## config.mk

```make
export PLATFORM = sky130hd
export DESIGN_NAME = falu_back
export DESIGN_NICKNAME = d
export VERILOG_FILES = /design/src/hw/rtl/fixed_point_alu_unit_assert.svh /design/src/hw/rtl/falu_pkg.sv /design/src/hw/rtl/falu_back.sv
export SDC_FILE = /design/constraint.sdc
export NUM_CORES = 1
export LEC_CHECK = 0
export BUFFER_PORTS_ARGS = -buffer_cell sky130_fd_sc_hd__buf_2
export CAP_MARGIN = 0
export CORE_ASPECT_RATIO = 1.75
export CORE_UTILIZATION = 30
export DETAILED_ROUTE_END_ITERATION = 8
export GPL_ROUTABILITY_DRIVEN = 1
export PLACE_DENSITY = 0.66
export SETUP_SLACK_MARGIN = 0.02
export SLEW_MARGIN = 20
export SYNTH_ARGS = -nofsm -noshare
export SYNTH_HDL_FRONTEND = slang
export SYNTH_SLANG_ARGS = --single-unit
export TNS_END_PERCENT = 20
```

## constraint.sdc

```tcl
create_clock -name vclk -period 6.1
set_input_delay 0.305 -clock vclk [all_inputs]
set_output_delay 0.305 -clock vclk [all_outputs]
set_load 0.03 [all_outputs]
```

## src/hw/rtl/fixed_point_alu_unit_assert.svh

```systemverilog
// Assertion macros shared by the fixed-point ALU RTL.
// No dependencies; included by the modules that carry assertions.
`ifndef FIXED_POINT_ALU_UNIT_ASSERT_SVH
`define FIXED_POINT_ALU_UNIT_ASSERT_SVH

// Check that cond holds at every edge outside reset.
`define FALU_ASSERT_NOW(label, cond) \
   label: assert property (@(posedge clock) disable iff (reset) (cond)) \
      else $error("%m: check failed");

// Check that post holds in the cycle after pre.
`define FALU_ASSERT_NEXT(label, pre, post) \
   label: assert property (@(posedge clock) disable iff (reset) (pre) |=> (post)) \
      else $error("%m: check failed");

`endif

```

## src/hw/rtl/falu_pkg.sv

```systemverilog
// Package for the fixed-point ALU: opcodes, cell modes and the control struct.
// No dependencies.
`timescale 1ns / 1ps
`default_nettype none
package falu_pkg;

   typedef enum logic [3:0] {
      CMD_ADD        = 4'd0,
      CMD_SUB        = 4'd1,
      CMD_NEG        = 4'd2,
      CMD_MUL        = 4'd3,
      CMD_MUL_INT    = 4'd4,
      CMD_DIV        = 4'd5,
      CMD_DIV_INT    = 4'd6,
      CMD_DIV_TO_INT = 4'd7,
      CMD_FLOOR      = 4'd8,
      CMD_CEIL       = 4'd9,
      CMD_ROUND      = 4'd10,
      CMD_FRAC       = 4'd11,
      CMD_FROM_INT   = 4'd12
   } falu_cmd_type;

   // What the cells do with an item.
   typedef enum logic [1:0] {
      MODE_PASS = 2'd0,
      MODE_MUL  = 2'd1,
      MODE_DIV  = 2'd2
   } falu_mode_type;

   typedef struct packed {
      logic          valid;
      falu_mode_type mode;
      logic          fix;   // fixed-point multiply (shift product) when set
      logic          neg;   // negate the magnitude result
      logic          dz;    // zero divisor seen
   } falu_ctrl_type;

endpackage
`default_nettype wire

```

## src/hw/rtl/falu_back.sv

```systemverilog
// Result assembly for the ALU: sign and scale of products and quotients; direct results pass, zero on a zero divisor.
// Depends on falu_pkg.
`timescale 1ns / 1ps
`default_nettype none
module falu_back #(
   parameter int W = 32,
   parameter int F = 16
) (
   input  wire falu_pkg::falu_ctrl_type ctrl,
   input  wire logic [W+F-1:0]          y,
   input  wire logic [2*W-1:0]          acc,
   output logic [W-1:0]                 result
);
   import falu_pkg::*;

   localparam int PW = 2 * W + F;

   logic [PW-1:0] p;
   logic [W-1:0]  q;

   assign p = ctrl.neg ? -PW'(acc) : PW'(acc);
   assign q = ctrl.neg ? -y[W-1:0] : y[W-1:0];

   always_comb begin
      case (ctrl.mode)
         MODE_MUL:  result = ctrl.fix ? p[F+W-1:F] : p[W-1:0];
         MODE_DIV:  result = q;
         default:   result = ctrl.dz ? '0 : acc[W-1:0];
      endcase
   end
endmodule
`default_nettype wire

```

Word-level counts from Yosys, hierarchy flattened
Index checks and enable logic that the tools add are counted.

storage, ports and cells
  latch bits = 0
  flip-flop bits (word level) = 0
  ROM bits = 0
  output and inout bits = 32
  RAM bits = 0
  bits of input ports = 118
  word-level logic and storage cells = 9
  memories kept = 0

cells by class
  div/mod/pow operators = 0
  $lt $le $gt $ge = 0
  multiply operators = 0
  shift-type cells = 0
  bitwise operators = 0
  mux-type cells = 5
  reduce and logical (&&, ||, !) cells = 0
  add/sub/neg operators = 2
  equal/unequal tests = 2

operator list
  kind                                                                   count
  32-bit 2-to-1 mux                                                      3
  32-bit case mux with 2 select lines                                    1
  48-bit 2-to-1 mux                                                      1
  48-bit negation                                                        1
  32-bit negation                                                        1
  2-bit by 1-bit equality test with 1-bit output, second input constant  1
  2-bit equality test, second input constant                             1

Logic depth before layout (Yosys ltp)
Gate-level depths: netlist of run 1.

  depth after elaboration = 4
  depth in mapped cells = 9
  depth with buffers taken out = 8

Worst setup path before layout of run 1
No wires, ideal clock.

  kind = input -> output
  start point = input port acc[0]
  end point = output port result[25]
  cell stages on the path = 7
  path buffers = 1
  setup slack = 3.216 ns
  data required time = 5.795 ns
  arrival time = 2.579 ns
  cell sequence = or4_4 > or4_4 > buf_6 > or3_4 > o41ai_4 > xor2_1 > o211ai_1

on the way
  cells in the longest elaborated chain, start to end = 4

ends and longest elaborated chain
  what                                 line             source
  from (decl)                          falu_back.sv:11  input wire logic [2*W-1:0] acc,
  48-bit negation                      falu_back.sv:21  assign p = ctrl.neg ? -PW'(acc) : PW'(acc);
  48-bit 2-to-1 mux                    falu_back.sv:21
  32-bit 2-to-1 mux                    falu_back.sv:26  MODE_MUL: result = ctrl.fix ? p[F+W-1:F] : p[W-1:0];
  32-bit case mux with 2 select lines  falu_back.sv:25  case (ctrl.mode)
  to (decl)                            falu_back.sv:12  output logic [W-1:0] result

Every way passes these cells.

Final worst setup path of run 1
  start point = input port acc[1]
  end point = output port result[16]

Same word-level chain as after synthesis.

==> results by group, run 1 <==
STA
  – Number of slew-limit violations in the final report: 0
  – Slew at the pin with the worst max-slew slack: 0.801 ns
  – Worst slew margin: 46.2%
  – Highest clock frequency the design can meet: around 0.29 GHz
  – Setup TNS: 0 ns
  – Total setup violations reported at the end of the flow: 0
  – Period utilisation layout: a little under three fifths
  – Final Hold Violating Endpoints: 0
  – RSZ-0062 raised after global routing: no
  – Final Critical Period: roughly 3.4 ns

Cells and area
  – Layout cells sized above 1: 24.3%
  – Layout clock buffer count: 0
  – Area delta synth->final: 18.6%
  – Final standard cell area without fillers: roughly 4000 µm²
  – Seq. cell area: 0 µm²
  – Num sequential: 0
  – Nets@finish: between 700 and 800

Worst setup path
  – Number of buffers and inverters on the critical path: 3
  – Largest stage delay on the critical path: between 0.7 and 0.8 ns
  – Cell breakdown of the critical path: buf_2, inv_1, ha_1, nor3b_1, nand4_1, nor4_1, nor2_1, nor4_1, a221o_1, buf_2
  – Crit end category: output port
  – Critical path type: input port to output port
  – Arrival @ worst endpoint: 3.08 ns
  – Family with the most delay on the worst path: simple AND/OR/NAND/NOR gates
  – Maximum fanout count along the critical path: 10
  – Critical Path Slowest Stage Cell: sky130_fd_sc_hd__nor4_1
  – Launching element type of the critical path: input port
  – Required time of the critical path: 5.79 ns

Route
  – Residual DRC: 0
  – WL final: between 15 and 20 mm
  – Via/cell ratio: between 6 and 7
  – Antenna-violating nets left: 0
  – Pre-Repair DR Iteration Count: 5
  – Iter 0 DRT Violations: between 400 and 500
  – Routed vias: between 4000 and 5000
  – Wire length per cell: 20.4 µm

Clock network
  – Gates resized, CTS repair: 0
  – Hold-fix buffer count after cts: 0
  – Post-CTS setup repair buffer count: 0

Placed design
  – DPL Wire Length: between 10 and 15 mm
  – Placed instance area: between 4000 and 5000 µm²
  – Count of input and output buffers: between 100 and 150
  – Final weighted congestion of routability-driven global placement: just under 1

Logic synthesis
  – Post-synthesis net count: between 600 and 700
  – Sequential area share after synthesis: 0%
  – Syn Inst Count: 535
  – Synth top area cells: sky130_fd_sc_hd__xnor2_1 (7.8%), sky130_fd_sc_hd__o21ai_0 (7.0%), sky130_fd_sc_hd__nand2_1 (5.2%), sky130_fd_sc_hd__clkbuf_1 (4.9%), sky130_fd_sc_hd__xor2_1 (4.4%)
  – Commonest cells post-synth: sky130_fd_sc_hd__nand2_1 (47), sky130_fd_sc_hd__o21ai_0 (47), sky130_fd_sc_hd__clkbuf_1 (44)
  – Portion of synthesized cell area occupied by the leading cell type: under 10%
  – Number of unique standard cell types used by synthesis: 65
  – Post-Syn Area: 3380 µm²
  – Library cell occupying the most area in the post-synthesis netlist: sky130_fd_sc_hd__xnor2_1
  – Yosys synthesis warning count: 0
  – Average cell area after synthesis: roughly 6.3 µm²

Global route
  – Global-route wire length before repair: roughly 24 mm
  – Met1 track utilization from global routing: 29.1%
  – Vias in the first global route: roughly 4500
  – Global route total overflow: 0
  – Met2 Resource Use GR: 45.9%
  – Busiest grt layer: met2
  – Number of antenna violations at the first check in global routing: 2
  – Largest net degree at the start of global routing: between 60 and 70
  – Met3 Track Usage GR: about 2.7%
  – Overall fraction of global-route tracks in use: between 20% and 30%

Pwr
  – Worst voltage drop across the vdd grid: around 0.044 mV
  – Leak pwr: approximately 1.4 nW
  – Total power after layout: 0.317 mW
  – Cell Pwr Density: 78.9 nW/µm²

Floorplan
  – Boundary Pins: 150
  – Placeable core area: ~11000 µm²
  – Die X-Extent: roughly 80 µm
  – Chip Height: 142 µm
  – Starting density of the core: between 30% and 40%
  – Die outline area: around 12000 µm²
  – Number of cell rows: 51

Hold path
  – Hold path depth: 4
  – Destination of the worst hold path: result[6]
  – Class of the most critical hold timing path: input port to output port
  – Start point of the worst min-delay path: acc[6]

Status
  – Run status: finished, final reports clean

Job
  – Maxcap violations: 0
routing by layer:
metal / share of wire (%) / vias to the layer above
met5: 0 / -
met3: 6.8 / 72
met1: 36 / 2225
li1: - / 2253
met4: 6.2 / 0
met2: 51 / 268
cells by family after synthesis:
| group | share of synthesized area (%) |
|---|---|
| compound gates | 37.4 |
| xor+xnor | 12.2 |
| fa+ha+maj | 1.48 |
| buf+inv | 6.32 |
| mux | 5.73 |
| simple gates | 36.9 |
layout make-up:
cell class / instances / area (µm²)
Antenna cell: 2 / 5.00
Tap cell: 132 / 165
Inverter: 8 / 30.0
Fill cell: 1258 / 7030
Timing Repair Buffer: 124 / 638
Multi-Input combinational cell: 480 / 3170
stage by stage:
step / util [%] / hold WS [ns] / worst slack (ns) / std cells
after floorplan: - / 0.867 / 3.22 / 535
after global placement: 36.3 / 1.06 / 2.73 / 744
after detailed placement: 36.3 / 1.07 / 2.77 / 744
after CTS: 36.3 / 1.07 / 2.73 / 744
after global routing: 36.3 / 1.09 / 2.48 / 746
final: 36.3 / 1.06 / 2.71 / 746
worst max-delay path by stage:
stage	from	to	slack (ns)	cells after the start
after floorplan	acc[0]	result[25]	3.22	7
after global routing	acc[1]	result[2]	2.48	10
after CTS	acc[1]	result[16]	2.73	10
after detailed placement	acc[1]	result[6]	2.77	10
after global placement	acc[1]	result[16]	2.73	10
final	acc[1]	result[16]	2.71	10
cells in the final DEF (no fill, tap or decap), types with 3 or more instances in the layout:
| cell | instances |
|---|---|
| sky130_fd_sc_hd__mux2i_1 | 7 |
| sky130_fd_sc_hd__nand2_1 | 47 |
| sky130_fd_sc_hd__buf_2 | 117 |
| sky130_fd_sc_hd__nor4b_1 | 4 |
| sky130_fd_sc_hd__a32oi_1 | 5 |
| sky130_fd_sc_hd__nand3_1 | 22 |
| sky130_fd_sc_hd__nor2_1 | 35 |
| sky130_fd_sc_hd__a21o_1 | 4 |
| sky130_fd_sc_hd__a21oi_1 | 25 |
| sky130_fd_sc_hd__a22oi_1 | 11 |
| sky130_fd_sc_hd__o221ai_1 | 6 |
| sky130_fd_sc_hd__a31oi_1 | 9 |
| sky130_fd_sc_hd__ha_1 | 4 |
| sky130_fd_sc_hd__xor2_1 | 17 |
| sky130_fd_sc_hd__and3_1 | 3 |
| sky130_fd_sc_hd__nand3b_1 | 4 |
| sky130_fd_sc_hd__or4_4 | 3 |
| sky130_fd_sc_hd__mux2_2 | 11 |
| sky130_fd_sc_hd__inv_1 | 8 |
| sky130_fd_sc_hd__o21ai_0 | 47 |
| sky130_fd_sc_hd__o41ai_1 | 7 |
| sky130_fd_sc_hd__nor3b_1 | 5 |
| sky130_fd_sc_hd__or4_1 | 7 |
| sky130_fd_sc_hd__nand2b_1 | 11 |
| sky130_fd_sc_hd__o31ai_1 | 13 |
| sky130_fd_sc_hd__a221oi_1 | 4 |
| sky130_fd_sc_hd__or3_1 | 18 |
| sky130_fd_sc_hd__o31a_1 | 3 |
| sky130_fd_sc_hd__a311oi_1 | 3 |
| sky130_fd_sc_hd__nand4_1 | 10 |
| sky130_fd_sc_hd__buf_4 | 7 |
| sky130_fd_sc_hd__xnor2_1 | 30 |
| sky130_fd_sc_hd__o211ai_1 | 11 |
| sky130_fd_sc_hd__a221o_1 | 5 |
| sky130_fd_sc_hd__nor3_1 | 26 |
| sky130_fd_sc_hd__nor2b_1 | 3 |
| sky130_fd_sc_hd__nor4_1 | 18 |
report_power, final:
part,switching (mW),internal (mW),leakage [nW]
Clock,0,0.0000000439,0.0000127
Sequential,0,0,0
Combinational,0.207,0.109,1.42
Total,0.207,0.109,1.42
Power figures use the tool's default switching activity.
==> run 2: changes to the inputs <==
Clock period 6.1 ns to 3.34 ns, I/O delays scaled along.
==> results by group, run 2 (synthesized netlist as in run 1, its figures left out) <==
Route
  – Wire length per cell: just over 20 µm
  – Iter 0 DRT Violations: 457
  – Antenna-violating nets left: 0
  – Residual DRC: 0
  – Routed vias: just under 5000
  – WL final: approximately 16 mm
  – Via/cell ratio: around 6.4
  – Pre-Repair DR Iteration Count: 5

Floorplan
  – Die outline area: 11700 µm²
  – Starting density of the core: ~30%
  – Placeable core area: around 11000 µm²
  – Number of cell rows: 51
  – Die X-Extent: 82.3 µm
  – Boundary Pins: 150
  – Chip Height: 142 µm

Clock network
  – Hold-fix buffer count after cts: 0
  – Gates resized, CTS repair: 0
  – Post-CTS setup repair buffer count: 0

Worst setup path
  – Critical path type: input port to output port
  – Crit end category: output port
  – Launching element type of the critical path: input port
  – Arrival @ worst endpoint: 2.72 ns
  – Maximum fanout count along the critical path: 6
  – Family with the most delay on the worst path: simple AND/OR/NAND/NOR gates
  – Number of buffers and inverters on the critical path: 2
  – Cell breakdown of the critical path: buf_2, nor3_1, nand4_1, nor3_1, a21oi_1, xnor2_1, o221ai_1, buf_2
  – Critical Path Slowest Stage Cell: sky130_fd_sc_hd__nor3_1
  – Largest stage delay on the critical path: 0.65 ns
  – Required time of the critical path: ~3.2 ns

Global route
  – Number of antenna violations at the first check in global routing: 0
  – Global route total overflow: 0
  – Vias in the first global route: roughly 4600
  – Global-route wire length before repair: 24.3 mm
  – Largest net degree at the start of global routing: between 40 and 50
  – Overall fraction of global-route tracks in use: 26.9%

Cells and area
  – Area delta synth->final: 23.0%
  – Layout cells sized above 1: a little over a quarter
  – Finished Core Util: a little under two fifths
  – Layout clock buffer count: 0
  – Fill cell count: roughly 1300
  – Nets@finish: 755
  – Most common cell after layout, fill and taps aside: sky130_fd_sc_hd__buf_2
  – Num sequential: 0
  – Leading cell types in the layout, fill and taps excluded: sky130_fd_sc_hd__buf_2 (117), sky130_fd_sc_hd__nand2_1 (47), sky130_fd_sc_hd__o21ai_0 (47)
  – Number of antenna diodes: 0
  – Seq. cell area: 0 µm²
  – Count of non-filler cells in the finished layout: around 760

Placed design
  – Setup slack after placement: between 0.5 and 0.6 ns
  – DPL Wire Length: 12.6 mm
  – Final weighted congestion of routability-driven global placement: between 1 and 1.5
  – Count of input and output buffers: around 120
  – Cell count after placement: about 760

STA
  – Period utilisation layout: between 80% and 90%
  – Highest clock frequency the design can meet: 0.347 GHz
  – RSZ-0062 raised after global routing: no
  – Slew at the pin with the worst max-slew slack: around 0.7 ns
  – Final Hold Violating Endpoints: 0
  – Min setup slack post-route: about 0.46 ns
  – Total setup violations reported at the end of the flow: 0
  – Final Critical Period: 2.88 ns
  – Worst slew margin: 53.2%
  – Setup TNS: 0 ns
  – Number of slew-limit violations in the final report: 0

Pwr
  – Cell Pwr Density: 142 nW/µm²
  – Worst voltage drop across the vdd grid: between 0.06 and 0.07 mV
  – Total power after layout: slightly below 0.6 mW
  – Leak pwr: about 1.5 nW

Status
  – Run status: finished, final reports clean

Hold path
  – Class of the most critical hold timing path: input port to output port

Job
  – Maxcap violations: 0
-- run 2: final cells by class --
class | count | area, µm² | share of cell area [%]
multi-input cells | 480 | 3170 | 76.3
inverters | 8 | 30.0 | 0.721
well taps | 132 | 165 | 3.97
repair buffers | 143 | 793 | 19.1
-- run 2: tightest hold or removal path: stages --
cell and delay [ns]:
sky130_fd_sc_hd__buf_2 0.12, sky130_fd_sc_hd__a21oi_1 0.07, sky130_fd_sc_hd__o31ai_1 0.07, sky130_fd_sc_hd__buf_2 0.19
-- run 2: final timing paths --
check / start / cells past startpoint / slack (ns) / end
setup / recovery: acc[4] / 8 / 0.46 / result[29]
hold / removal: acc[6] / 4 / 0.78 / result[6]
-- run 2: routing by layer --
| layer | vias to the layer above | GRT usage [%] | share of wire (%) |
|---|---|---|---|
| met5 | - | 0 | 0 |
| met4 | 0 | 16.0 | 7.2 |
| met3 | 72 | 2.18 | 6.6 |
| met2 | 259 | 48.0 | 51 |
| met1 | 2261 | 29.8 | 35 |
| li1 | 2293 | - | - |
-- run 2: report_power, final --
group | switching (mW) | internal, mW | total, mW
Combinational | 0.384 | 0.208 | 0.591
Clock | 0 | 0 | 0
Sequential | 0 | 0 | 0
-- run 2: through the flow --
step / cell area (µm²) / hold WS (ns)
after floorplan: 3380 / 0.591
after global placement: 4160 / 0.789
after detailed placement: 4160 / 0.792
after CTS: 4160 / 0.793
after global routing: 4160 / 0.812
final: 4160 / 0.783
==> run 3: changes to the inputs <==
Settings changed: ABC_AREA set to 1, GPL_TIMING_DRIVEN set to 0, PLACE_DENSITY 0.66 to 0.65.
==> results by group, run 3 <==
Status
  – Run status: finished, final reports clean

Logic synthesis
  – Number of unique standard cell types used by synthesis: 36
  – Synth top area cells: sky130_fd_sc_hd__nand2_1 (32%), sky130_fd_sc_hd__nand3_1 (18%), sky130_fd_sc_hd__nor2_1 (10%), sky130_fd_sc_hd__inv_1 (8.8%), sky130_fd_sc_hd__o21ai_0 (7.2%)
  – Most instantiated library cell after synthesis: sky130_fd_sc_hd__nand2_1
  – Commonest cells post-synth: sky130_fd_sc_hd__nand2_1 (319), sky130_fd_sc_hd__nand3_1 (139), sky130_fd_sc_hd__nor2_1 (104)
  – Library cell occupying the most area in the post-synthesis netlist: sky130_fd_sc_hd__nand2_1
  – Yosys synthesis warning count: 0
  – Portion of synthesized cell area occupied by the leading cell type: approximately a third
  – Post-Syn Area: around 3800 µm²
  – Average cell area after synthesis: approximately 4.5 µm²
  – Syn Inst Count: 848
  – Sequential area share after synthesis: 0%
  – Post-synthesis net count: 970

Cells and area
  – Layout cells sized above 1: roughly 18%
  – Count of non-filler cells in the finished layout: 1132
  – Nets@finish: ~1100
  – Num sequential: 0
  – Area delta synth->final: 20.8%
  – Number of antenna diodes: 0
  – Layout clock buffer count: 0
  – Finished Core Util: between 30% and 40%
  – Seq. cell area: 0 µm²
  – Leading cell types in the layout, fill and taps excluded: sky130_fd_sc_hd__nand2_1 (319), sky130_fd_sc_hd__nand3_1 (139), sky130_fd_sc_hd__buf_2 (131)
  – Fill cell count: about 1600
  – Most common cell after layout, fill and taps aside: sky130_fd_sc_hd__nand2_1

STA
  – Final Critical Period: 2.34 ns
  – Worst slew margin: 55.7%
  – Fin Hold WS: 0.746 ns
  – Final Hold Violating Endpoints: 0
  – Setup TNS: 0 ns
  – Total setup violations reported at the end of the flow: 0
  – Slew at the pin with the worst max-slew slack: around 0.66 ns
  – RSZ-0062 raised after global routing: no
  – Highest clock frequency the design can meet: ~0.43 GHz
  – Number of slew-limit violations in the final report: 0
  – Period utilisation layout: between 70 and 80%

Pwr
  – Proportion of total power due to net switching: between 70% and 80%
  – Cell-internal power: just under 0.2 mW
  – Worst voltage drop across the vdd grid: approximately 0.060 mV
  – Total power after layout: between 0.6 and 0.7 mW
  – Cell Pwr Density: about 140 nW/µm²
  – Logic pwr share: 100.0%
  – Leak pwr: between 2 and 3 nW
  – Portion of total power attributed to sequential cells: 0%
  – NetSw: 0.466 mW
  – Clk pwr share: 0%

Hold path
  – Class of the most critical hold timing path: input port to output port

Worst setup path
  – Crit end category: output port
  – Maximum fanout count along the critical path: 5
  – Critical path type: input port to output port
  – Required time of the critical path: 3.17 ns
  – Arrival @ worst endpoint: 2.18 ns
  – Launching element type of the critical path: input port

Route
  – Antenna-violating nets left: 0
  – Wire length per cell: around 18 µm
  – Via/cell ratio: about 5.3
  – WL final: 19.8 mm
  – Routed vias: roughly 6000
  – Pre-Repair DR Iteration Count: 5
  – Iter 0 DRT Violations: ~540
  – Residual DRC: 0

Global route
  – Global-route wire length before repair: ~30 mm
  – Largest net degree at the start of global routing: 11
  – Global route total overflow: 0
  – Number of antenna violations at the first check in global routing: 0
  – Overall fraction of global-route tracks in use: between 30% and 40%
  – Vias in the first global route: between 5000 and 6000

Floorplan
  – Die outline area: around 13000 µm²
  – Number of cell rows: 54
  – Placeable core area: roughly 12000 µm²
  – Starting density of the core: 30.6%
  – Chip Height: ~150 µm
  – Boundary Pins: 150
  – Die X-Extent: between 80 and 90 µm

Placed design
  – DPL Wire Length: ~17 mm
  – Cell count after placement: around 1100
  – Final weighted congestion of routability-driven global placement: 1.04
  – Count of input and output buffers: 116

Job
  – Maxcap violations: 0

Clock network
  – Hold-fix buffer count after cts: 0
  – Post-CTS setup repair buffer count: 0
  – Gates resized, CTS repair: 0
[run 3: layer usage]
layer	GRT usage (%)	wire (µm)
met1	32.1	7320
met2	55.2	9840
met3	1.53	1080
met4	21.0	1580
met5	0	0
[run 3: final cells by class]
type / count / area (µm²) / share of cell area (%)
timing repair buffer: 116 / 581 / 12.6
inverter: 94 / 353 / 7.69
buffer: 30 / 153 / 3.33
tap: 168 / 210 / 4.58
multi-input combinational: 724 / 3290 / 71.8
[run 3: worst max-delay path, stage by stage]
cell                      delay, ns
sky130_fd_sc_hd__buf_2         0.13
sky130_fd_sc_hd__nor2_1        0.14
sky130_fd_sc_hd__nand2_1       0.14
sky130_fd_sc_hd__nor2_1        0.38
sky130_fd_sc_hd__nand2_1       0.10
sky130_fd_sc_hd__nand2_1       0.17
sky130_fd_sc_hd__nand3_1       0.12
sky130_fd_sc_hd__nand3_1       0.13
sky130_fd_sc_hd__nand3_1       0.14
sky130_fd_sc_hd__o21ai_0       0.11
sky130_fd_sc_hd__nand2_1       0.06
sky130_fd_sc_hd__o21ai_0       0.12
sky130_fd_sc_hd__buf_2         0.25
[run 3: metrics by stage]
stage | area [µm²] | setup WS, ns
floorplan | 3800 | 1.54
global placement | 4590 | 1.05
detailed placement | 4590 | 1.04
CTS | 4590 | 1.04
global route | 4590 | 0.839
finish | 4590 | 0.995
[run 3: power by group through the flow]
stage	Clock, mW	Sequential, mW	Combinational (mW)
2_1_floorplan	0	0	0.394
3_3_place_gp	0	0	0.641
3_5_place_dp	0	0	0.642
4_1_cts	0	0	0.645
5_1_grt	0	0	0.711
6_report	0	0	0.658
[run 3: final timing paths]
kind	from	to	slack (ns)	depth (start not counted)
hold / removal	acc[19]	result[19]	0.75	4
setup / recovery	acc[20]	result[15]	1.0	13
[run 3: logic make-up after synthesis]
logic type / synth area share [%]
AO/OA/AOI/OAI: 12.2
adder cells (fa/ha/maj): 1.32
AND/OR/NAND/NOR: 73.0
XOR/XNOR: 0.231
buffers and inverters: 13.3
