## config.mk

```make
export PLATFORM = sky130hd
export DESIGN_NAME = falu_front
export DESIGN_NICKNAME = d
export VERILOG_FILES = /design/src/hw/rtl/fixed_point_alu_unit_assert.svh /design/src/hw/rtl/falu_pkg.sv /design/src/hw/rtl/falu_front.sv
export SDC_FILE = /design/constraint.sdc
export NUM_CORES = 1
export LEC_CHECK = 0
export BUFFER_PORTS_ARGS = -buffer_cell sky130_fd_sc_hd__buf_2
export CAP_MARGIN = 25
export CORE_MARGIN = 8
export CORE_UTILIZATION = 55
export DETAILED_ROUTE_END_ITERATION = 10
export PLACE_DENSITY = 0.92
export SETUP_SLACK_MARGIN = 0.02
export SLEW_MARGIN = 40
export SYNTH_ARGS = -nofsm -noshare
export SYNTH_HDL_FRONTEND = slang
export SYNTH_SLANG_ARGS = --single-unit
```

## constraint.sdc

```tcl
create_clock -name vclk -period 6
set_input_delay 0.6 -clock vclk [all_inputs]
set_output_delay 0.6 -clock vclk [all_outputs]
set_load 0.05 [all_outputs]
```

## src/hw/rtl/fixed_point_alu_unit_assert.svh

```systemverilog
// Assertion macros shared by the fixed-point ALU RTL.
// No dependencies; included by the modules that carry assertions.
`ifndef FIXED_POINT_ALU_UNIT_ASSERT_SVH
`define FIXED_POINT_ALU_UNIT_ASSERT_SVH

// Check that cond holds at every edge outside reset.
`define FALU_ASSERT_NOW(label, cond) \
   label: assert property (@(posedge clock) disable iff (reset) (cond)) \
      else $error("%m: check failed");

// Check that post holds in the cycle after pre.
`define FALU_ASSERT_NEXT(label, pre, post) \
   label: assert property (@(posedge clock) disable iff (reset) (pre) |=> (post)) \
      else $error("%m: check failed");

`endif

```

## src/hw/rtl/falu_pkg.sv

```systemverilog
// Package for the fixed-point ALU: opcodes, cell modes and the control struct.
// No dependencies.
`timescale 1ns / 1ps
`default_nettype none
package falu_pkg;

   typedef enum logic [3:0] {
      CMD_ADD        = 4'd0,
      CMD_SUB        = 4'd1,
      CMD_NEG        = 4'd2,
      CMD_MUL        = 4'd3,
      CMD_MUL_INT    = 4'd4,
      CMD_DIV        = 4'd5,
      CMD_DIV_INT    = 4'd6,
      CMD_DIV_TO_INT = 4'd7,
      CMD_FLOOR      = 4'd8,
      CMD_CEIL       = 4'd9,
      CMD_ROUND      = 4'd10,
      CMD_FRAC       = 4'd11,
      CMD_FROM_INT   = 4'd12
   } falu_cmd_type;

   // What the cells do with an item.
   typedef enum logic [1:0] {
      MODE_PASS = 2'd0,
      MODE_MUL  = 2'd1,
      MODE_DIV  = 2'd2
   } falu_mode_type;

   typedef struct packed {
      logic          valid;
      falu_mode_type mode;
      logic          fix;   // fixed-point multiply (shift product) when set
      logic          neg;   // negate the magnitude result
      logic          dz;    // zero divisor seen
   } falu_ctrl_type;

endpackage
`default_nettype wire

```

## src/hw/rtl/falu_front.sv

```systemverilog
// Operand decode for the fixed-point ALU: sets up cell work or the direct result.
// Depends on falu_pkg.
`timescale 1ns / 1ps
`default_nettype none
module falu_front #(
   parameter int W = 32,
   parameter int F = 16
) (
   input  wire logic [3:0]          cmd,
   input  wire logic [31:0]         a,
   input  wire logic [31:0]         b,
   input  wire logic                valid,
   output falu_pkg::falu_ctrl_type  ctrl,
   output logic [W-1:0]             x,
   output logic [W+F-1:0]           y,
   output logic [2*W-1:0]           acc
);
   import falu_pkg::*;

   localparam int DW = W + F;

   logic [W-1:0]  a_w, b_w, ma, mb, flr, cl;
   logic [DW-1:0] a_x, a_sh;
   logic          sa, sb, fr_nz;

   // sign-extend from 32 bits, then wrap to the word
   generate
      if (W > 32) begin : g_wide
         assign a_w = {{(W-32){a[31]}}, a};
         assign b_w = {{(W-32){b[31]}}, b};
      end else begin : g_narrow
         assign a_w = a[W-1:0];
         assign b_w = b[W-1:0];
      end
   endgenerate

   assign sa    = a_w[W-1];
   assign sb    = b_w[W-1];
   assign ma    = sa ? -a_w : a_w;
   assign mb    = sb ? -b_w : b_w;
   assign a_x   = {{F{sa}}, a_w};
   assign a_sh  = $signed(a_x) >>> F;
   assign flr   = a_sh[W-1:0];
   assign fr_nz = |a_x[F-1:0];
   assign cl    = flr + W'(fr_nz);

   always_comb begin
      ctrl.valid = valid;
      ctrl.mode  = MODE_PASS;
      ctrl.fix   = 1'b0;
      ctrl.neg   = sa ^ sb;
      ctrl.dz    = 1'b0;
      x          = mb;
      y          = '0;
      acc        = '0;
      case (cmd)
         CMD_ADD:      acc[W-1:0] = a_w + b_w;
         CMD_SUB:      acc[W-1:0] = a_w - b_w;
         CMD_NEG:      acc[W-1:0] = -a_w;
         CMD_MUL, CMD_MUL_INT: begin
            ctrl.mode = MODE_MUL;
            ctrl.fix  = (cmd == CMD_MUL);
            x         = ma;
            y         = {{F{1'b0}}, mb};
         end
         CMD_DIV, CMD_DIV_INT, CMD_DIV_TO_INT: begin
            if (mb == '0) begin
               ctrl.dz = 1'b1;
            end else begin
               ctrl.mode = MODE_DIV;
               y = (cmd == CMD_DIV) ? {ma, {F{1'b0}}} : {{F{1'b0}}, ma};
            end
         end
         CMD_FLOOR:    acc[W-1:0] = flr;
         CMD_CEIL:     acc[W-1:0] = cl;
         CMD_ROUND:    acc[W-1:0] = a_x[F-1] ? cl : flr;
         CMD_FRAC: begin
            acc[W-1:0] = a_w & W'((DW'(1) << F) - DW'(1));
         end
         CMD_FROM_INT: acc[W-1:0] = a_w << F;
         default:      acc = '0;
      endcase
   end
endmodule
`default_nettype wire

```

Word level (Yosys, flattened, before mapping)
Index checks and enable logic that the tools add are counted.

Flip-flop bits (word level): 0. Word-level logic and storage cells: 36. Output and inout bits: 150.

Equal/unequal tests: 12. Bitwise gates (word level): 1. Multiplexer cells: 13. Add/sub/neg operators: 5. Reduce and logical (&&, ||, !) cells: 5.

Operators with widths (number): $pmux W32 S8 (1); $mux W32 (4); $mux W48 (2); $pmux W48 S2 (1); $neg A32 Y32 (2); $add A32 B32 Y32 (1); $logic_not A32 Y1 (1); $sub A32 B32 Y32 (1); $eq A4 B4 Y1 const B (5); $add A16 B2 Y17 (1); $eq A4 B3 Y1 const B (4); $reduce_or A16 Y1 (1); $eq A4 B2 Y1 const B (2); $eq A4 B1 Y1 const B (1); $logic_not A4 Y1 (1); $pmux W2 S2 (1); $mux W1 (3); $reduce_or A3 Y1 (1); $mux W2 (1); $reduce_or A2 Y1 (1); $xor A1 B1 Y1 (1).

Longest topological paths before layout
Gate-level depths: netlist (run 1).

Depth after elaboration: 5. Mapped depth: 18.

Worst setup path after synthesis (run 1)
No wires, ideal clock.

Path kind: input to output. Start point: input b[0]. End point: output acc[27]. Stages on the path: 17. Slack: 0.205 ns. Data required time: 5.400 ns. Data arrival time: 5.195 ns. Cell sequence: inv_1 -> ha_1 -> or4b_1 -> clkbuf_1 -> or3_1 -> clkbuf_1 -> o31ai_1 -> xor2_1 -> ha_1 -> a22o_1 -> or4_1 -> a21oi_1 -> o31a_1 -> o21ai_0 -> a31oi_1 -> xor2_1 -> o21ai_0.

Word-level cells in the longest chain between the ends: 2. Elaborated cells on any way between the ends: 3. Those cells by class: add/sub (2); mux (1).

Ends and longest elaborated chain: start, declared (RTL line falu_front.sv:11) `input wire logic [31:0] b,`; $sub A32 B32 Y32 or $add A32 B32 Y32 (tied branches) (RTL line falu_front.sv:58, falu_front.sv:57); $pmux W32 S8 * (RTL line falu_front.sv:56) `case (cmd)`; end, declared (RTL line falu_front.sv:16) `output logic [2*W-1:0] acc`.

Every way passes the cells marked *; elsewhere a longest branch is shown, timed or not.

Final worst setup path (run 1)
Start point: input b[0]. End point: output acc[29].

Same word-level chain as after synthesis.

==> results of run 1 <==
==> report_power, final <==
| group | internal [W] | switching, W | total [W] | leakage [nW] |
|---|---|---|---|---|
| clock | 0 | 0 | 0 | 0 |
| sequential | 0 | 0 | 0 | 0 |
| combinational | 0.000264 | 0.000721 | 0.000984 | 3.52 |
| total | 0.000264 | 0.000721 | 0.000984 | 3.52 |
==> cells in the mapped netlist, drive strengths merged (32+ instances only) <==
library cell	n
a21oi	61
buf	45
clkbuf	89
ha	37
mux2i	32
nand2	122
nand3	34
nor2	93
nor3	46
o21ai	79
xnor2	43
xor2	78
==> kinds of logic (layout without fill, tap and decap cells) <==
group,after synthesis,in the layout,share of synthesized area
other cells,1,32,0.0005541
xor+xnor,121,121,0.1566
compound gates,298,298,0.2919
fa+ha+maj,38,38,0.07136
mux,38,38,0.05731
buf+inv,153,226,0.1048
simple gates,430,430,0.3174
==> final timing paths <==
check / start / end / slack, ps / cells past startpoint
hold / removal: valid / ctrl[5] / 1200 / 0
setup / recovery: b[0] / acc[29] / 320 / 17
==> metrics by stage <==
step,hold WS (ps),util
2_1_floorplan,1367,-
3_3_place_gp,1200,0.6281
3_5_place_dp,1200,0.6286
4_1_cts,1200,0.6286
5_1_grt,1200,0.6309
6_report,1200,0.6309
==> routing by layer <==
| metal | vias up | track usage | wire length, um |
|---|---|---|---|
| met3 | 117 | 0.06954 | 3627 |
| met2 | 642 | 0.5441 | 13300 |
| met4 | 0 | 0.1603 | 1469 |
| met5 | - | 0 | 0 |
| met1 | 4145 | 0.4390 | 11630 |
| li1 | 4102 | - | - |
==> repair_timing <==
action | CTS | global route
gates resized for setup | 0 | 4
buffers inserted | 0 | 0
setup endpoints to repair | 0 | 6
==> worst max-delay path, cell delays in order <==
cell     delay [ps]
buf_2           130
inv_1            90
ha_1            270
or4b_1          490
or3_1           450
o31ai_1         310
xor2_1          270
ha_1            320
a22o_1          180
or4_1           390
a21oi_1         170
o31a_1          270
o21ai_0         210
a31oi_2         390
nor4_1           90
a211o_1         230
buf_2           210
==> final cells by class <==
type                            count  area, um^2
Fill cell                        1168        4433
Inverter                           19       71.32
Multi-Input combinational cell    957        6220
Timing Repair Buffer              207        1104
Tap cell                          147       183.9
==> summary.md, run 1 <==
| Metric | Value |
|---|---|
| Fmax | 176.1 MHz |
| Max-cap violations | 0 |
| Setup TNS | 0 ps |
| CLK BUF | 0 |
| Num rows | 40 |
| Peak VDD IR | 0.00008443 V |
| Power per cell area | 129.9 mW/mm^2 |
| Wire per inst | 22.58 um |
| Synth area leaders | xor2_1 10%, ha_1 6.8%, nand2_1 6.8%, o21ai_0 5.8%, xnor2_1 5.6% |
| Routed Antenna Nets | 0 |
| Distinct cell type count after synthesis | 68 |
| Sequential area share after synthesis | 0 |
| Non-Filler Instances | 1330 |
| Max FO, Critical Path | 7 |
| Largest net degree at the start of global routing | 56 |
| Slew headroom | 0.4540 |
| Pwr Total | 0.0009844 W |
| Cell Area, Placed | 0.007551 mm^2 |
| Initial Util | 0.5634 |
| Setup CP Type | in2out |
| Gp weighted congestion | 1.015 |
| Layout cell share with drive strength beyond 1 | 0.1953 |
| Dpl ws | 295.6 ps |
| Post-Synthesis Cells | 1079 |
| Pleak | 3.524 nW |
| Vias per std cell | 6.771 |
| RSZ-0062 raised after global routing | true |
| Seq. cell area | 0 um^2 |
| Final HPWL DP | 24050 um |
| Cell total after placement | 1330 |
| Setup Viol. Count Final | 0 |
| Status | finished clean |
| YS warnings | 0 |
| Number of hold buffers added after cts | 0 |
| GRT overflow | 0 |
| Vias in the first global route | 8076 |
| Initial antenna violation count | 0 |
| Die Wd | 126.9 um |
| I/O pin count | 219 |
| DRT Wirelength | 30030 um |
| Ant diodes | 0 |
| GRT Total Usage | 0.3444 |
| Commonest non-fill, non-tap cell in the layout | buf_2 |
| Synth area leader | xor2_1 |
| Drt drc | 0 |
| Post-route cell area | 0.007579 mm^2 |
| Commonest non-fill, non-tap cells in the layout | 185 x buf_2, 120 x nand2_1, 93 x nor2_1 |
| Fin nets | 1292 |
| Crit path capture type | output pin |
| First-pass GRT wire length | 45040 um |
| Hold Crit Class | in2out |
| Top cell type's share of synthesized area | 0.1009 |
| Core ar. | 0.01201 mm^2 |
| Crit path DAT | 5080 ps |
| FFs & Latches | 0 |
| Drt first pass iters | 6 |
| Final Hold Viols | 0 |
| Syn avg cell area | 6.272 um^2 |
| Die height | 126.9 um |
| Via count | 9006 |
| Mapped Area | 0.006768 mm^2 |
| IO Port Bufs | 185 |
| Crit start category | input port |
| Fin. max-slew vios | 0 |
| Min cycle time layout | 5679 ps |
| Die area | 0.01611 mm^2 |
| Synth-to-Final Area Change | 11.98% |
| Least-Margin Pin Slew | 819.0 ps |
| Post-route setup slack | 321.3 ps |
| Final period util | 0.9465 |
| Initial DRC Count | 1334 |
| CP required | 5400 ps |
No activity file was read; power rests on OpenSTA's default activity.
==> run 2: changes to the inputs <==
==> constraint.sdc (replaced) <==
create_clock -name vclk -period 7.28
set_input_delay 0.728 -clock vclk [all_inputs]
set_output_delay 0.728 -clock vclk [all_outputs]
set_load 0.05 [all_outputs]
==> summary.md, run 2 (synthesis results as in run 1) <==
| Metric | Value |
|---|---|
| Power per cell area | 107.8 mW/mm^2 (was 129.9 mW/mm^2) |
| CP peak stage delay | 540 ps (was 490 ps) |
| Final Hold Viols | 0 (unchanged) |
| Fin. max-slew vios | 0 (unchanged) |
| Fin nets | 1281 (was 1292) |
| Final HPWL DP | 23130 um (was 24050 um) |
| Num rows | 40 (unchanged) |
| IO Port Bufs | 185 (unchanged) |
| Crit start category | input port (unchanged) |
| Setup CP Type | in2out (unchanged) |
| Min cycle time layout | 6273 ps |
| Die area | 0.01611 mm^2 (unchanged) |
| Dpl ws | 1097 ps (was 295.6 ps) |
| FFs & Latches | 0 (unchanged) |
| WP buf/inv | 2 (was 3) |
| Drt drc | 0 (unchanged) |
| Post-CTS Setup Bufs | 0 (unchanged) |
| Crit path DAT | 5550 ps (was 5080 ps) |
| Post-route setup slack | 1007 ps (was 321.3 ps) |
| Drt first pass iters | 5 (was 6) |
| Die Wd | 126.9 um (unchanged) |
| Seq. cell area | 0 um^2 (unchanged) |
| Crit path cell chain | buf_2 -> nor3_1 -> nand2_1 -> or3_1 -> or3_1 -> o31ai_1 -> xnor2_1 -> ha_1 -> and3_1 -> nand2_1 -> o31ai_1 -> a311oi_1 -> or4_1 -> nand3_1 -> buf_2 (was buf_2 -> inv_1 -> ha_1 -> or4b_1 -> or3_1 -> o31ai_1 -> xor2_1 -> ha_1 -> a22o_1 -> or4_1 -> a21oi_1 -> o31a_1 -> o21ai_0 -> a31oi_2 -> nor4_1 -> a211o_1 -> buf_2) |
| Initial antenna violation count | 0 (unchanged) |
| Synth-to-Final Area Change | 10.45% (was 11.98%) |
| Worst hold slack | 1456 ps (was 1200 ps) |
| Commonest non-fill, non-tap cells in the layout | 185 x buf_2, 120 x nand2_1, 93 x nor2_1 (unchanged) |
| Least-Margin Pin Slew | 883.1 ps (was 819.0 ps) |
| First-pass GRT wire length | 44290 um (was 45040 um) |
| Routed Antenna Nets | 0 (unchanged) |
| GRT Total Usage | 0.3348 (was 0.3444) |
| Worst path top cell family by delay | simple AND/OR/NAND/NOR gates (was compound AO/OA/AOI/OAI gates) |
| Initial DRC Count | 1462 (was 1334) |
| Gp weighted congestion | 1.096 (was 1.015) |
| Slew headroom | 0.4058 (was 0.4540) |
| Commonest non-fill, non-tap cell in the layout | buf_2 (unchanged) |
| Max FO, Critical Path | 14 (was 7) |
| Peak VDD IR | 0.00006794 V (was 0.00008443 V) |
| Hold Crit Class | in2out (unchanged) |
| I/O pin count | 219 (unchanged) |
| CP required | 6550 ps (was 5400 ps) |
| Core ar. | 0.01201 mm^2 (unchanged) |
| CLK BUF | 0 (unchanged) |
| Ant diodes | 0 (unchanged) |
| Setup Viol. Count Final | 0 (unchanged) |
| Initial Util | 0.5634 (unchanged) |
| Fmax | 159.4 MHz |
| DRT Wirelength | 29190 um (was 30030 um) |
| Pleak | 3.475 nW (was 3.524 nW) |
| Setup TNS | 0 ps (unchanged) |
| Layout cell share with drive strength beyond 1 | 0.1834 (was 0.1953) |
| Status | finished clean (unchanged) |
| RSZ-0062 raised after global routing | false (was true) |
| # resized after CTS | 0 (unchanged) |
| Via count | 8990 (was 9006) |
| Max-cap violations | 0 (unchanged) |
| Number of hold buffers added after cts | 0 (unchanged) |
| GRT overflow | 0 (unchanged) |
| Final period util | 0.8617 |
| Vias per std cell | 6.816 (was 6.771) |
| Wire per inst | 22.13 um (was 22.58 um) |
| Crit path capture type | output pin (unchanged) |
| Vias in the first global route | 8082 (was 8076) |
| Slowest cell on crit path | or3_1 (was or4b_1) |
| Die height | 126.9 um (unchanged) |
| Largest net degree at the start of global routing | 57 (was 56) |
run 2: cell types whose count changed in the layout (fill, tap and decap cells not counted), sizes merged:
cell / previous run / this run
buf: 207 / 196
run 2: cell type report:
class	count	area (um^2)
fill	1208	4537
inverter	19	71.32
multi-input combinational	957	6191
tap	147	183.9
timing repair buffer	196	1028
run 2: path summary, 6_finish.rpt:
check,from,to,slack (ps),depth (start not counted)
max,b[0],acc[30],1010,15
min,valid,ctrl[5],1460,0
run 2: where the power goes:
part,total (W),switching [W],leakage (nW),internal [W]
clock network,0,0,0,0
registers,0,0,0,0
logic,0.000805,0.000590,3.47,0.000215
run 2: stage by stage:
step | total power [W] | util | cell area, um^2 | instances
after floorplan | 0.0005991 | - | 6884 | 1110
after detailed placement | 0.0007813 | 0.6196 | 7442 | 1318
after global placement | 0.0007732 | 0.6196 | 7442 | 1318
after CTS | 0.0007836 | 0.6196 | 7442 | 1318
after global routing | 0.0008418 | 0.6223 | 7475 | 1319
final | 0.0008054 | 0.6223 | 7475 | 1319
run 2: routing by layer:
metal / wire (um) / part of all wire / vias to the layer above / GRT usage
met1: 10960 / 0.38 / 4091 / 0.4301
li1: - / - / 4068 / -
met5: 0 / 0 / - / 0
met2: 12710 / 0.44 / 703 / 0.5216
met4: 1868 / 0.064 / 0 / 0.1903
met3: 3653 / 0.13 / 128 / 0.05111
==> run 3: changes to the inputs <==
--- a/config.mk
+++ b/config.mk
@@ -11,6 +11,7 @@
 export CORE_UTILIZATION = 55
 export DETAILED_ROUTE_END_ITERATION = 10
 export PLACE_DENSITY = 0.92
+export REMOVE_ABC_BUFFERS = 1
 export SETUP_SLACK_MARGIN = 0.02
 export SLEW_MARGIN = 40
 export SYNTH_ARGS = -nofsm -noshare
==> summary.md, run 3 (synthesis results as in run 1) <==
| Metric | Value |
|---|---|
| Pleak | 3.482 nW (was 3.475 nW) |
| Routed Antenna Nets | 0 (unchanged) |
| Clock power frac | 0 (about the same) |
| Max FO, Critical Path | 14 (unchanged) |
| Setup CP Type | in2out (unchanged) |
| Initial DRC Count | 1522 (was 1462) |
| Final HPWL DP | 23090 um (was 23130 um) |
| Worst hold slack | 1456 ps (about the same) |
| Crit path DAT | 5540 ps (was 5550 ps) |
| Fin nets | 1284 (was 1281) |
| Crit path capture type | output pin (unchanged) |
| Die height | 126.9 um (unchanged) |
| Layout cell share with drive strength beyond 1 | 0.1864 (was 0.1834) |
| CP required | 6550 ps (about the same) |
| Drt first pass iters | 6 (was 5) |
| CP peak stage delay | 600 ps (was 540 ps) |
| FFs & Latches | 0 (unchanged) |
| Commonest non-fill, non-tap cells in the layout | 185 x buf_2, 121 x nand2_1, 93 x nor2_1 (was 185 x buf_2, 120 x nand2_1, 93 x nor2_1) |
| Seq. cell area | 0 um^2 (unchanged) |
| RSZ-0062 raised after global routing | false (unchanged) |
| Wire per inst | 21.97 um (was 22.13 um) |
| Crit start category | input port (unchanged) |
| Number of hold buffers added after cts | 0 (unchanged) |
| DRT Wirelength | 29050 um (was 29190 um) |
| Post-CTS Setup Bufs | 0 (unchanged) |
| Max-cap violations | 0 (unchanged) |
| Cell Area, Placed | 0.007491 mm^2 (was 0.007442 mm^2) |
| Status | finished clean (unchanged) |
| IO Port Bufs | 185 (unchanged) |
| Via count | 9099 (was 8990) |
| Pwr Total | 0.0008042 W (was 0.0008054 W) |
| I/O pin count | 219 (unchanged) |
| Vias per std cell | 6.883 (was 6.816) |
| Final period util | 0.8616 (was 0.8617) |
| Gp weighted congestion | 1.062 (was 1.096) |
| Ant diodes | 0 (unchanged) |
| Comb power frac | 1.000 (about the same) |
| GRT overflow | 0 (unchanged) |
| First-pass GRT wire length | 44440 um (was 44290 um) |
| Seq pwr share | 0 (about the same) |
| Peak VDD IR | 0.00007965 V (was 0.00006794 V) |
| CLK BUF | 0 (unchanged) |
| Final Hold Viols | 0 (unchanged) |
| Slew headroom | 0.4229 (was 0.4058) |
| Synth-to-Final Area Change | 10.78% (was 10.45%) |
| # resized after CTS | 0 (unchanged) |
| GRT Total Usage | 0.3337 (was 0.3348) |
| Sw power | 0.0005892 W (was 0.0005901 W) |
| Core ar. | 0.01201 mm^2 (unchanged) |
| Commonest non-fill, non-tap cell in the layout | buf_2 (unchanged) |
| Internal power | 0.0002150 W (was 0.0002154 W) |
| Largest net degree at the start of global routing | 57 (unchanged) |
| Hold Crit Class | in2out (unchanged) |
| Fin. max-slew vios | 0 (unchanged) |
| Post-route cell area | 0.007497 mm^2 (was 0.007475 mm^2) |
| Least-Margin Pin Slew | 865.7 ps (was 883.1 ps) |
| Fmax | 159.4 MHz (about the same) |
| Die area | 0.01611 mm^2 (unchanged) |
| Min cycle time layout | 6272 ps (was 6273 ps) |
| Drt drc | 0 (unchanged) |
| Crit path cell chain | buf_2 -> nor3_1 -> nand2_1 -> or3_1 -> or3_1 -> nand2_1 -> xor2_1 -> ha_1 -> a21oi_1 -> o21bai_1 -> a21oi_1 -> nor2b_1 -> o21a_1 -> a311oi_1 -> xor2_1 -> o21ai_0 -> buf_2 (was buf_2 -> nor3_1 -> nand2_1 -> or3_1 -> or3_1 -> o31ai_1 -> xnor2_1 -> ha_1 -> and3_1 -> nand2_1 -> o31ai_1 -> a311oi_1 -> or4_1 -> nand3_1 -> buf_2) |
| Initial antenna violation count | 0 (unchanged) |
| # fillers | 1156 (was 1208) |
| Num rows | 40 (unchanged) |
| Setup Viol. Count Final | 0 (unchanged) |
| Die Wd | 126.9 um (unchanged) |
| Setup TNS | 0 ps (unchanged) |
| Vias in the first global route | 8334 (was 8082) |
| Switching power share of the total | 0.7327 (was 0.7326) |
| Initial Util | 0.5634 (unchanged) |
| Power per cell area | 107.3 mW/mm^2 (was 107.8 mW/mm^2) |
| Slowest cell on crit path | a311oi_1 (was or3_1) |
| CP Launch Point | b[0] (unchanged) |
| Critical Path End | acc[26] (was acc[30]) |
## run 3: cell count changes in the layout (fill, tap and decap cells not counted), sizes merged
cell / previous run / this run
buf: 196 / 199
## run 3: metrics by stage
step                setup WS (ps)  cells    util
detailed placement           1208   1322  0.6236
floorplan                   592.5    976       -
global route                730.7   1322  0.6242
finish                       1008   1322  0.6242
CTS                          1193   1322  0.6236
global placement             1232   1320  0.6219
## run 3: critical path, delay by kind of cell
family                   cells  cell delay, ps
AND/OR/NAND/NOR              6            2170
adder cells (fa/ha/maj)      1             320
AO/OA/AOI/OAI                6            1610
buffers and inverters        2             410
XOR/XNOR                     2             300
## run 3: per-layer routing
layer,vias to the layer above,global-route usage,part of all wire
met2,820,0.5156,0.42
met5,-,0,0
met3,142,0.08714,0.15
met1,4046,0.4216,0.38
met4,0,0.1589,0.055
li1,4091,-,-
## run 3: how the worst min path moves through the flow
| stage | slack, ps | cells past startpoint | end | from |
|---|---|---|---|---|
| after floorplan | 1460 | 0 | ctrl[5] | valid |
| after global placement | 1460 | 0 | ctrl[5] | valid |
| after detailed placement | 1460 | 0 | ctrl[5] | valid |
| after CTS | 1460 | 0 | ctrl[5] | valid |
| after global routing | 1460 | 0 | ctrl[5] | valid |
| final | 1460 | 0 | ctrl[5] | valid |
## run 3: cell type report
cell class	instances	area, um^2	area share
well taps	147	183.9	0.02453
inverters	19	71.32	0.009513
repair buffers	199	1047	0.1397
multi-input cells	957	6195	0.8263
## run 3: power by group through the flow
stage | Sequential (W) | Combinational, W | Clock [W]
after CTS | 0 | 0.000783 | 0
after global routing | 0 | 0.000843 | 0
after detailed placement | 0 | 0.000780 | 0
final | 0 | 0.000804 | 0
after floorplan | 0 | 0.000550 | 0
after global placement | 0 | 0.000774 | 0
